**config.mk**
```make
export PLATFORM = sky130hd
export DESIGN_NAME = operand_field_decoder_unit
export DESIGN_NICKNAME = d
export VERILOG_FILES = /design/src/design/ofd_pkg.sv /design/src/design/operand_field_decoder_unit.sv
export SDC_FILE = /design/constraint.sdc
export NUM_CORES = 1
export LEC_CHECK = 0
export BUFFER_PORTS_ARGS = -buffer_cell sky130_fd_sc_hd__clkbuf_2
export CAP_MARGIN = 20
export CORE_MARGIN = 5
export CORE_UTILIZATION = 30
export CTS_CLUSTER_SIZE = 8
export DETAILED_ROUTE_END_ITERATION = 16
export REMOVE_ABC_BUFFERS = 1
export SYNTH_ARGS = -nofsm -noshare
export SYNTH_HDL_FRONTEND = slang
export SYNTH_SLANG_ARGS = --single-unit
```
**constraint.sdc**
```tcl
create_clock -name clk -period 19.4 [get_ports clk]
set_clock_uncertainty 0.1 [all_clocks]
set_input_delay 2.91 -clock clk [delete_from_list [all_inputs] [get_ports clk]]
set_output_delay 2.91 -clock clk [all_outputs]
set_load 0.02 [all_outputs]
```
**src/design/ofd_pkg.sv**
```systemverilog
package ofd_pkg;

  localparam int SYMBOL_SLOTS = 32;
  localparam int SYM_W        = $clog2(SYMBOL_SLOTS);
  localparam int ORDER_W      = 6;
  localparam int WINDOW_BITS  = 20;
  localparam int AVAIL_W      = 5;

  // Opcode codes, grouped by operand count
  localparam logic [2:0] OPC_PAIR_0   = 3'b000;
  localparam logic [2:0] OPC_PAIR_3   = 3'b011;
  localparam logic [2:0] OPC_PAIR_4   = 3'b100;
  localparam logic [2:0] OPC_SINGLE_1 = 3'b001;
  localparam logic [2:0] OPC_SINGLE_5 = 3'b101;
  localparam logic [2:0] OPC_SINGLE_6 = 3'b110;
  localparam logic [2:0] OPC_SINGLE_7 = 3'b111;
  localparam logic [2:0] OPC_NONE_2   = 3'b010;

  // Operand kinds
  localparam logic [1:0] KIND_VALUE = 2'd0;
  localparam logic [1:0] KIND_REG   = 2'd1;
  localparam logic [1:0] KIND_STACK = 2'd2;
  localparam logic [1:0] KIND_PTR   = 2'd3;

  // Field lengths in stream bits
  localparam logic [AVAIL_W-1:0] LEN_KIND  = AVAIL_W'(2);
  localparam logic [AVAIL_W-1:0] LEN_VALUE = AVAIL_W'(8);
  localparam logic [AVAIL_W-1:0] LEN_REG   = AVAIL_W'(3);
  localparam logic [AVAIL_W-1:0] LEN_SYM   = AVAIL_W'(SYM_W);

  localparam logic STATUS_OK    = 1'b0;
  localparam logic STATUS_SHORT = 1'b1;

  // One decoded operand waiting for its table read
  typedef struct packed {
    logic [1:0] kind;
    logic [7:0] val;       // final value unless from_mem
    logic       from_mem;  // value comes from the order table
    logic       bank;      // 0: bank A, 1: bank B
  } op_info_t;

  function automatic logic [AVAIL_W-1:0] value_len(input logic [1:0] kind);
    logic [AVAIL_W-1:0] len;
    unique case (kind)
      KIND_VALUE: len = LEN_VALUE;
      KIND_REG:   len = LEN_REG;
      default:    len = LEN_SYM;
    endcase
    return len;
  endfunction

  function automatic logic [7:0] raw_value(input logic [1:0] kind, input logic [7:0] f);
    logic [7:0] v;
    unique case (kind)
      KIND_VALUE: v = f;
      KIND_REG:   v = {5'b0, f[2:0]};
      default:    v = 8'(f[SYM_W-1:0]);
    endcase
    return v;
  endfunction

endpackage

```
**src/design/operand_field_decoder_unit.sv**
```systemverilog
// operand_field_decoder_unit
// Input channel (in_valid/in_ready): one item per instruction with a 3-bit
// opcode, a 20-bit window of upcoming stream bits (first bit at bit 0), the
// count of valid window bits and a new_scope flag that clears the symbol
// renaming first.
// Result channel (out_valid/out_ready): one item per input item with operand
// kinds and values, bits consumed, operand count and a shortage status.
//
// Output: an accepted item is registered in the result stage and offered on out_* in the next cycle.
// Throughput: one item per cycle unless a stalled result holds in_ready low.
// The symbol order table is two 32x6 synchronous banks (one write port each,
// two reads each); an item issues its reads at accept and the registered read
// data resolves the values in the next cycle, alongside the result stage. Slot
// valid bits, bank select bits and the order counter are flops updated at
// accept, so a following item already sees this item's assignments.
//
// Reset: all slots unassigned, counter zero, result stage empty. The banks
// themselves are not cleared; valid bits mask them.
// Stall: while out_ready is low a held result blocks in_ready, and the bank
// reads are frozen so the pending read data stays put.
module operand_field_decoder_unit (
  input  logic        clk,
  input  logic        rst_n,
  input  logic        in_valid,
  output logic        in_ready,
  input  logic [2:0]  in_opcode,
  input  logic [19:0] in_operand_bits,
  input  logic [4:0]  in_bits_available,
  input  logic        in_new_scope,
  output logic        out_valid,
  input  logic        out_ready,
  output logic [1:0]  out_operand_count,
  output logic [1:0]  out_first_kind,
  output logic [7:0]  out_first_value,
  output logic [1:0]  out_second_kind,
  output logic [7:0]  out_second_value,
  output logic [4:0]  out_bits_used,
  output logic        out_status
);

  localparam int SW = ofd_pkg::SYM_W;
  localparam int OW = ofd_pkg::ORDER_W;
  localparam int AW = ofd_pkg::AVAIL_W;

  // ---------------------------------------------------------------
  // State
  // ---------------------------------------------------------------
  logic [ofd_pkg::SYMBOL_SLOTS-1:0] valid_r;
  logic [ofd_pkg::SYMBOL_SLOTS-1:0] bank_sel_r;
  logic [OW-1:0]                    cnt_r;

  logic [OW-1:0] bank_a [ofd_pkg::SYMBOL_SLOTS];
  logic [OW-1:0] bank_b [ofd_pkg::SYMBOL_SLOTS];
  logic [OW-1:0] rd_a0_r, rd_a1_r, rd_b0_r, rd_b1_r;

  // Result stage
  logic              s2_valid_r;
  ofd_pkg::op_info_t op1_r, op2_r;
  logic [1:0]        count_r;
  logic [AW-1:0]     used_r;
  logic              status_r;

  logic accept;
  assign in_ready = !s2_valid_r || out_ready;
  assign accept   = in_valid && in_ready;

  // ---------------------------------------------------------------
  // Field parsing: positions depend only on the kinds
  // ---------------------------------------------------------------
  logic [1:0]    op_count;
  logic [1:0]    kind1, kind2;
  logic [7:0]    f1, f2;
  logic [19:0]   w2;
  logic [AW-1:0] pos1, need, avail_c;
  logic          short_c;
  logic [SW-1:0] s1, s2;

  always_comb begin
    unique case (in_opcode) inside
      ofd_pkg::OPC_PAIR_0, ofd_pkg::OPC_PAIR_3, ofd_pkg::OPC_PAIR_4:
        op_count = 2'd2;
      ofd_pkg::OPC_NONE_2:
        op_count = 2'd0;
      default:
        op_count = 2'd1;
    endcase
  end

  always_comb begin
    kind1 = in_operand_bits[1:0];
    f1    = in_operand_bits[9:2];
    pos1  = ofd_pkg::LEN_KIND + ofd_pkg::value_len(kind1);
    unique case (kind1)
      ofd_pkg::KIND_VALUE: w2 = in_operand_bits >> 10;
      ofd_pkg::KIND_REG:   w2 = in_operand_bits >> 5;
      default:             w2 = in_operand_bits >> 7;
    endcase
    kind2 = w2[1:0];
    f2    = w2[9:2];
    s1    = f1[SW-1:0];
    s2    = f2[SW-1:0];

    avail_c = (in_bits_available > AW'(ofd_pkg::WINDOW_BITS)) ?
              AW'(ofd_pkg::WINDOW_BITS) : in_bits_available;
    case (op_count)
      2'd0:    need = '0;
      2'd1:    need = pos1;
      default: need = pos1 + ofd_pkg::LEN_KIND + ofd_pkg::value_len(kind2);
    endcase
    short_c = need > avail_c;
  end

  // ---------------------------------------------------------------
  // Renaming against the flop-held slot state
  // ---------------------------------------------------------------
  logic [ofd_pkg::SYMBOL_SLOTS-1:0] vld_eff;
  logic [OW-1:0] cnt_eff, cnt_a, cnt_b;
  logic          sym1, sym2, new1, new2, fwd2, use1, use2, wr_ok;
  ofd_pkg::op_info_t op1_c, op2_c;

  always_comb begin
    vld_eff = in_new_scope ? '0 : valid_r;
    cnt_eff = in_new_scope ? '0 : cnt_r;
    use1    = (op_count != 2'd0) && !short_c;
    use2    = (op_count == 2'd2) && !short_c;
    wr_ok   = accept && !short_c;

    sym1  = kind1[1];
    sym2  = kind2[1];
    new1  = use1 && sym1 && !vld_eff[s1];
    cnt_a = cnt_eff + OW'(new1);
    // second operand repeats a symbol the first one just assigned
    fwd2  = new1 && sym2 && (s1 == s2);
    new2  = use2 && sym2 && !vld_eff[s2] && !fwd2;
    cnt_b = cnt_a + OW'(new2);

    op1_c = '0;
    if (use1) begin
      op1_c.kind     = kind1;
      op1_c.val      = new1 ? 8'(cnt_eff) : ofd_pkg::raw_value(kind1, f1);
      op1_c.from_mem = sym1 && !new1;
      op1_c.bank     = bank_sel_r[s1];
    end
    op2_c = '0;
    if (use2) begin
      op2_c.kind     = kind2;
      op2_c.val      = fwd2 ? 8'(cnt_eff) :
                       new2 ? 8'(cnt_a) : ofd_pkg::raw_value(kind2, f2);
      op2_c.from_mem = sym2 && !new2 && !fwd2;
      op2_c.bank     = bank_sel_r[s2];
    end
  end

  // ---------------------------------------------------------------
  // Slot state and counter
  // ---------------------------------------------------------------
  logic [ofd_pkg::SYMBOL_SLOTS-1:0] valid_nxt, bank_sel_nxt;
  logic [OW-1:0]                    cnt_nxt;

  always_comb begin
    valid_nxt    = valid_r;
    bank_sel_nxt = bank_sel_r;
    cnt_nxt      = cnt_r;
    if (accept) begin
      valid_nxt = vld_eff;
      cnt_nxt   = cnt_eff;
      if (!short_c) begin
        cnt_nxt = cnt_b;
        if (new1) begin
          valid_nxt[s1]    = 1'b1;
          bank_sel_nxt[s1] = 1'b0;
        end
        if (new2) begin
          valid_nxt[s2]    = 1'b1;
          bank_sel_nxt[s2] = 1'b1;
        end
      end
    end
  end

  always_ff @(posedge clk) begin
    if (!rst_n) begin
      valid_r <= '0;
      cnt_r   <= '0;
    end else begin
      valid_r <= valid_nxt;
      cnt_r   <= cnt_nxt;
    end
    bank_sel_r <= bank_sel_nxt;
  end

  // ---------------------------------------------------------------
  // Order table banks: bank A takes first-operand assignments,
  // bank B second-operand ones. Reads only on accept.
  // ---------------------------------------------------------------
  always_ff @(posedge clk) begin
    if (accept) begin
      rd_a0_r <= bank_a[s1];
      rd_a1_r <= bank_a[s2];
      rd_b0_r <= bank_b[s1];
      rd_b1_r <= bank_b[s2];
    end
    if (wr_ok && new1) begin
      bank_a[s1] <= cnt_eff;
    end
    if (wr_ok && new2) begin
      bank_b[s2] <= cnt_a;
    end
  end

  // ---------------------------------------------------------------
  // Result stage
  // ---------------------------------------------------------------
  always_ff @(posedge clk) begin
    if (!rst_n) begin
      s2_valid_r <= 1'b0;
    end else if (in_ready) begin
      s2_valid_r <= in_valid;
    end
    if (accept) begin
      op1_r    <= op1_c;
      op2_r    <= op2_c;
      count_r  <= short_c ? 2'd0 : op_count;
      used_r   <= short_c ? '0 : need;
      status_r <= short_c ? ofd_pkg::STATUS_SHORT : ofd_pkg::STATUS_OK;
    end
  end

  assign out_valid         = s2_valid_r;
  assign out_operand_count = count_r;
  assign out_first_kind    = op1_r.kind;
  assign out_second_kind   = op2_r.kind;
  assign out_bits_used     = used_r;
  assign out_status        = status_r;
  assign out_first_value   = !op1_r.from_mem ? op1_r.val :
                             8'(op1_r.bank ? rd_b0_r : rd_a0_r);
  assign out_second_value  = !op2_r.from_mem ? op2_r.val :
                             8'(op2_r.bank ? rd_b1_r : rd_a1_r);

  // ---------------------------------------------------------------
  // Assertions
  // ---------------------------------------------------------------
  // counter equals the number of assigned slots in the current scope
  a_cnt_matches_slots: assert property (@(posedge clk) disable iff (!rst_n)
    cnt_r == OW'($countones(valid_r)))
    else $error("order counter out of step with slot valid bits");

  // a held result keeps its table read data
  a_stall_holds_read: assert property (@(posedge clk) disable iff (!rst_n)
    s2_valid_r && !out_ready |=> $stable(rd_a0_r) && $stable(rd_a1_r) &&
                                 $stable(rd_b0_r) && $stable(rd_b1_r))
    else $error("table read data changed under a stalled result");

  // a shortage reports nothing but its status
  a_short_clean: assert property (@(posedge clk) disable iff (!rst_n)
    out_valid && out_status |-> out_operand_count == 2'd0 &&
      out_bits_used == '0 && out_first_kind == '0 && out_second_kind == '0)
    else $error("shortage result carries operand data");

  // at most two new symbols per item, and none on a shortage
  a_cnt_step: assert property (@(posedge clk) disable iff (!rst_n)
    accept && !in_new_scope |=> (cnt_r == $past(cnt_r)) ||
      (cnt_r == $past(cnt_r) + OW'(1)) || (cnt_r == $past(cnt_r) + OW'(2)))
    else $error("order counter advanced by more than two");

endmodule

```
==> metrics.txt <==
status completed; fmax between 0.09 and 0.1 GHz; Setup TNS Final 0 ns; num rows approximately 110; Horiz. Die Dim approximately 300 um; setup repair bufs after CTS 0; die area approximately 0.091 mm^2; via/cell ratio 5.94; number of global-route vias before repair roughly 17,000; metal2 WL ~38,000 um; global placer's final weighted congestion roughly 0.93; synthesized flop and latch total about 510; post-synth cell types between 70 and 80; Root Buffer clkbuf_16; Core ar. ~0.084 mm^2; DIE HEIGHT ~300 um; dpl hpwl between 50,000 and 60,000 um; Post-Syn Area 0.0254 mm^2; global route overflow 0; DR pass1 iterations 6; Design Area, Final 0.0293 mm^2; CTS tree built; worst setup path class in2reg; Synth Flop Type edfxtp_1; Final #Nets approximately 1,800; drc violations 0; fin crit period ~10 ns; PortBufs 62; antenna violations before repair 2; RSZ-0062 raised after global routing false; layout cells sized above 1 between 20 and 30%; total CTS buffers 73; Post-synth EDFFs between 400 and 500; Syn-to-layout area delta 15.5%; Worst Max-Slew Pin Slew between 1 and 1.5 ns; Syn Inst Count roughly 1,600; Clock Tree Buf Depth 3; starting density of the core around 30%; crit path DAT between 10 and 15 ns; Final Hold Viols 0; DR vias around 17,000; cts hold-fix bufs 0; commonest non-fill, non-tap cell in the layout edfxtp_1; WL/cell between 20 and 30 um; largest net degree at the start of global routing 58; post-placement worst setup slack around 8.3 ns; first-pass GRT wire length 120,000 um; Syn. warnings 0; DR top layer met4; clock sink total ~510; post-route total power ~2.7 mW; clock latency on the worst-skew pair 0.61 ns; DRT met1 WL 31,500 um; Max VDD drop about 0.054 mV; FFs w/ async S/R, synth 0%; Rel. slew slack around 22%; Tcrit/Tclk final between 50% and 60%; Post-DP Area roughly 0.027 mm^2; CP required roughly 20 ns; routed wire length 82,300 um; metal3 WL roughly 8500 um; commonest cells after routing, fill and taps aside edfxtp_1 (472), mux4_2 (211), a22oi_1 (110); io pins 63; PD cells between 90 and 100 mW/mm^2; initial DRC count roughly 2,200; Setup crit end kind flip-flop; pins over their slew limit 0; Reg clk slew, reported paths ~0.050 ns; CP startpoint kind input pin; global-route usage over all layers between 10% and 20%; type of the most critical hold path reg2reg; Synth Area per Inst roughly 15 um^2; final setup fails 0; sequential fraction of the synthesis area 58.9%; Critical Path Fanout Max between 40 and 50; max cap viols 0; H-Tree Depth 3; Routed Antenna Nets 0; LEAKAGE 9.26 nW; Resize count post-CTS 0; Hold WS 0.416 ns; Setup WS post-layout 9.19 ns
## metrics by stage
stage,util [%],std cells
floorplan,-,1502
global placement,32.4,2768
detailed placement,32.4,2775
CTS,34.9,2888
global route,35.0,2894
finish,35.0,2897
## Yosys cell counts, drive strengths merged, types with 14 or more instances
library cell / instances / area [um^2]
edfxtp: 472 / 14200
mux4: 211 / 4750
a22oi: 110 / 826
clkbuf: 77 / 290
o21ai: 77 / 419
nor3: 67 / 390
buf: 59 / 339
nor2: 59 / 221
a21oi: 55 / 279
nand2: 54 / 203
dfxtp: 39 / 781
nand4: 37 / 244
inv: 36 / 135
mux2i: 34 / 365
nand3: 30 / 155
o211ai: 27 / 203
ha: 16 / 200
and2: 14 / 87.6
nor2b: 14 / 87.6
## final timing paths
check	from	end	slack (ns)	cells past startpoint
worst min register to register	cnt_r[0]	cnt_r[0]	0.42	2
worst max register to register	valid_r[15]	cnt_r[2]	14.92	13
worst min-delay path	cnt_r[0]	cnt_r[0]	0.42	2
worst max-delay path	in_operand_bits[1]	cnt_r[2]	9.19	25
## metal layers
layer	vias up	global-route usage [%]
li1	6986	-
met1	8841	23.6
met2	1175	28.2
met3	209	3.76
met4	0	8.26
met5	-	0
## where the power goes
part           total [mW]  leakage [nW]  internal [mW]  switching (mW)
Clock                1.17         0.996          0.707           0.468
Combinational       0.313          3.51          0.100           0.213
Sequential           1.26          4.76           1.24          0.0189
## critical path: stages
cell and delay [ns]:
clkbuf_2 0.71, o21a_1 0.39, nand2_1 0.10, ha_1 0.29
inv_1 0.05, ha_1 0.17, inv_1 0.08, fa_1 0.44
xor2_1 0.21, o22ai_1 0.10, a221o_1 0.38, ha_1 0.30
and4_1 0.23, a21o_1 0.21, o31ai_1 0.69, nand2_1 0.39
nor2_1 0.83, ha_1 0.32, ha_1 0.91, ha_1 0.33
xnor2_1 0.09, nor2_1 0.12, o21ai_0 0.08, a22oi_1 0.16
nor2_1 0.05
## logic make-up after synthesis
logic type,synth area share [%]
AO/OA/AOI/OAI,9.47
adder cells (fa/ha/maj),0.867
buffers and inverters,3.03
flip-flops,58.9
multiplexers,20.5
AND/OR/NAND/NOR,6.80
XOR/XNOR,0.414
## state kept, by name (all words and copies together) (netlist names)
signal,flops
valid_r,32
out_bits_used,5
op2_r,10
out_valid,1
rd_b0_r,6
out_first_kind,2
bank_sel_r,32
rd_a0_r,6
out_second_kind,2
op1_r,10
bank_a,192
cnt_r,6
rd_b1_r,6
rd_a1_r,6
out_operand_count,2
out_status,1
bank_b,192
## area by class of cell
| class | instances | area [um^2] |
|---|---|---|
| Antenna cell | 3 | 7.51 |
| Clock buffer | 108 | 2000 |
| Clock inverter | 5 | 70.1 |
| Fill cell | 7983 | 54500 |
| Inverter | 37 | 139 |
| Multi-Input combinational cell | 954 | 9770 |
| Sequential cell | 511 | 15000 |
| Tap cell | 1134 | 1420 |
| Timing Repair Buffer | 145 | 956 |
Power figures use the tool's default switching activity.
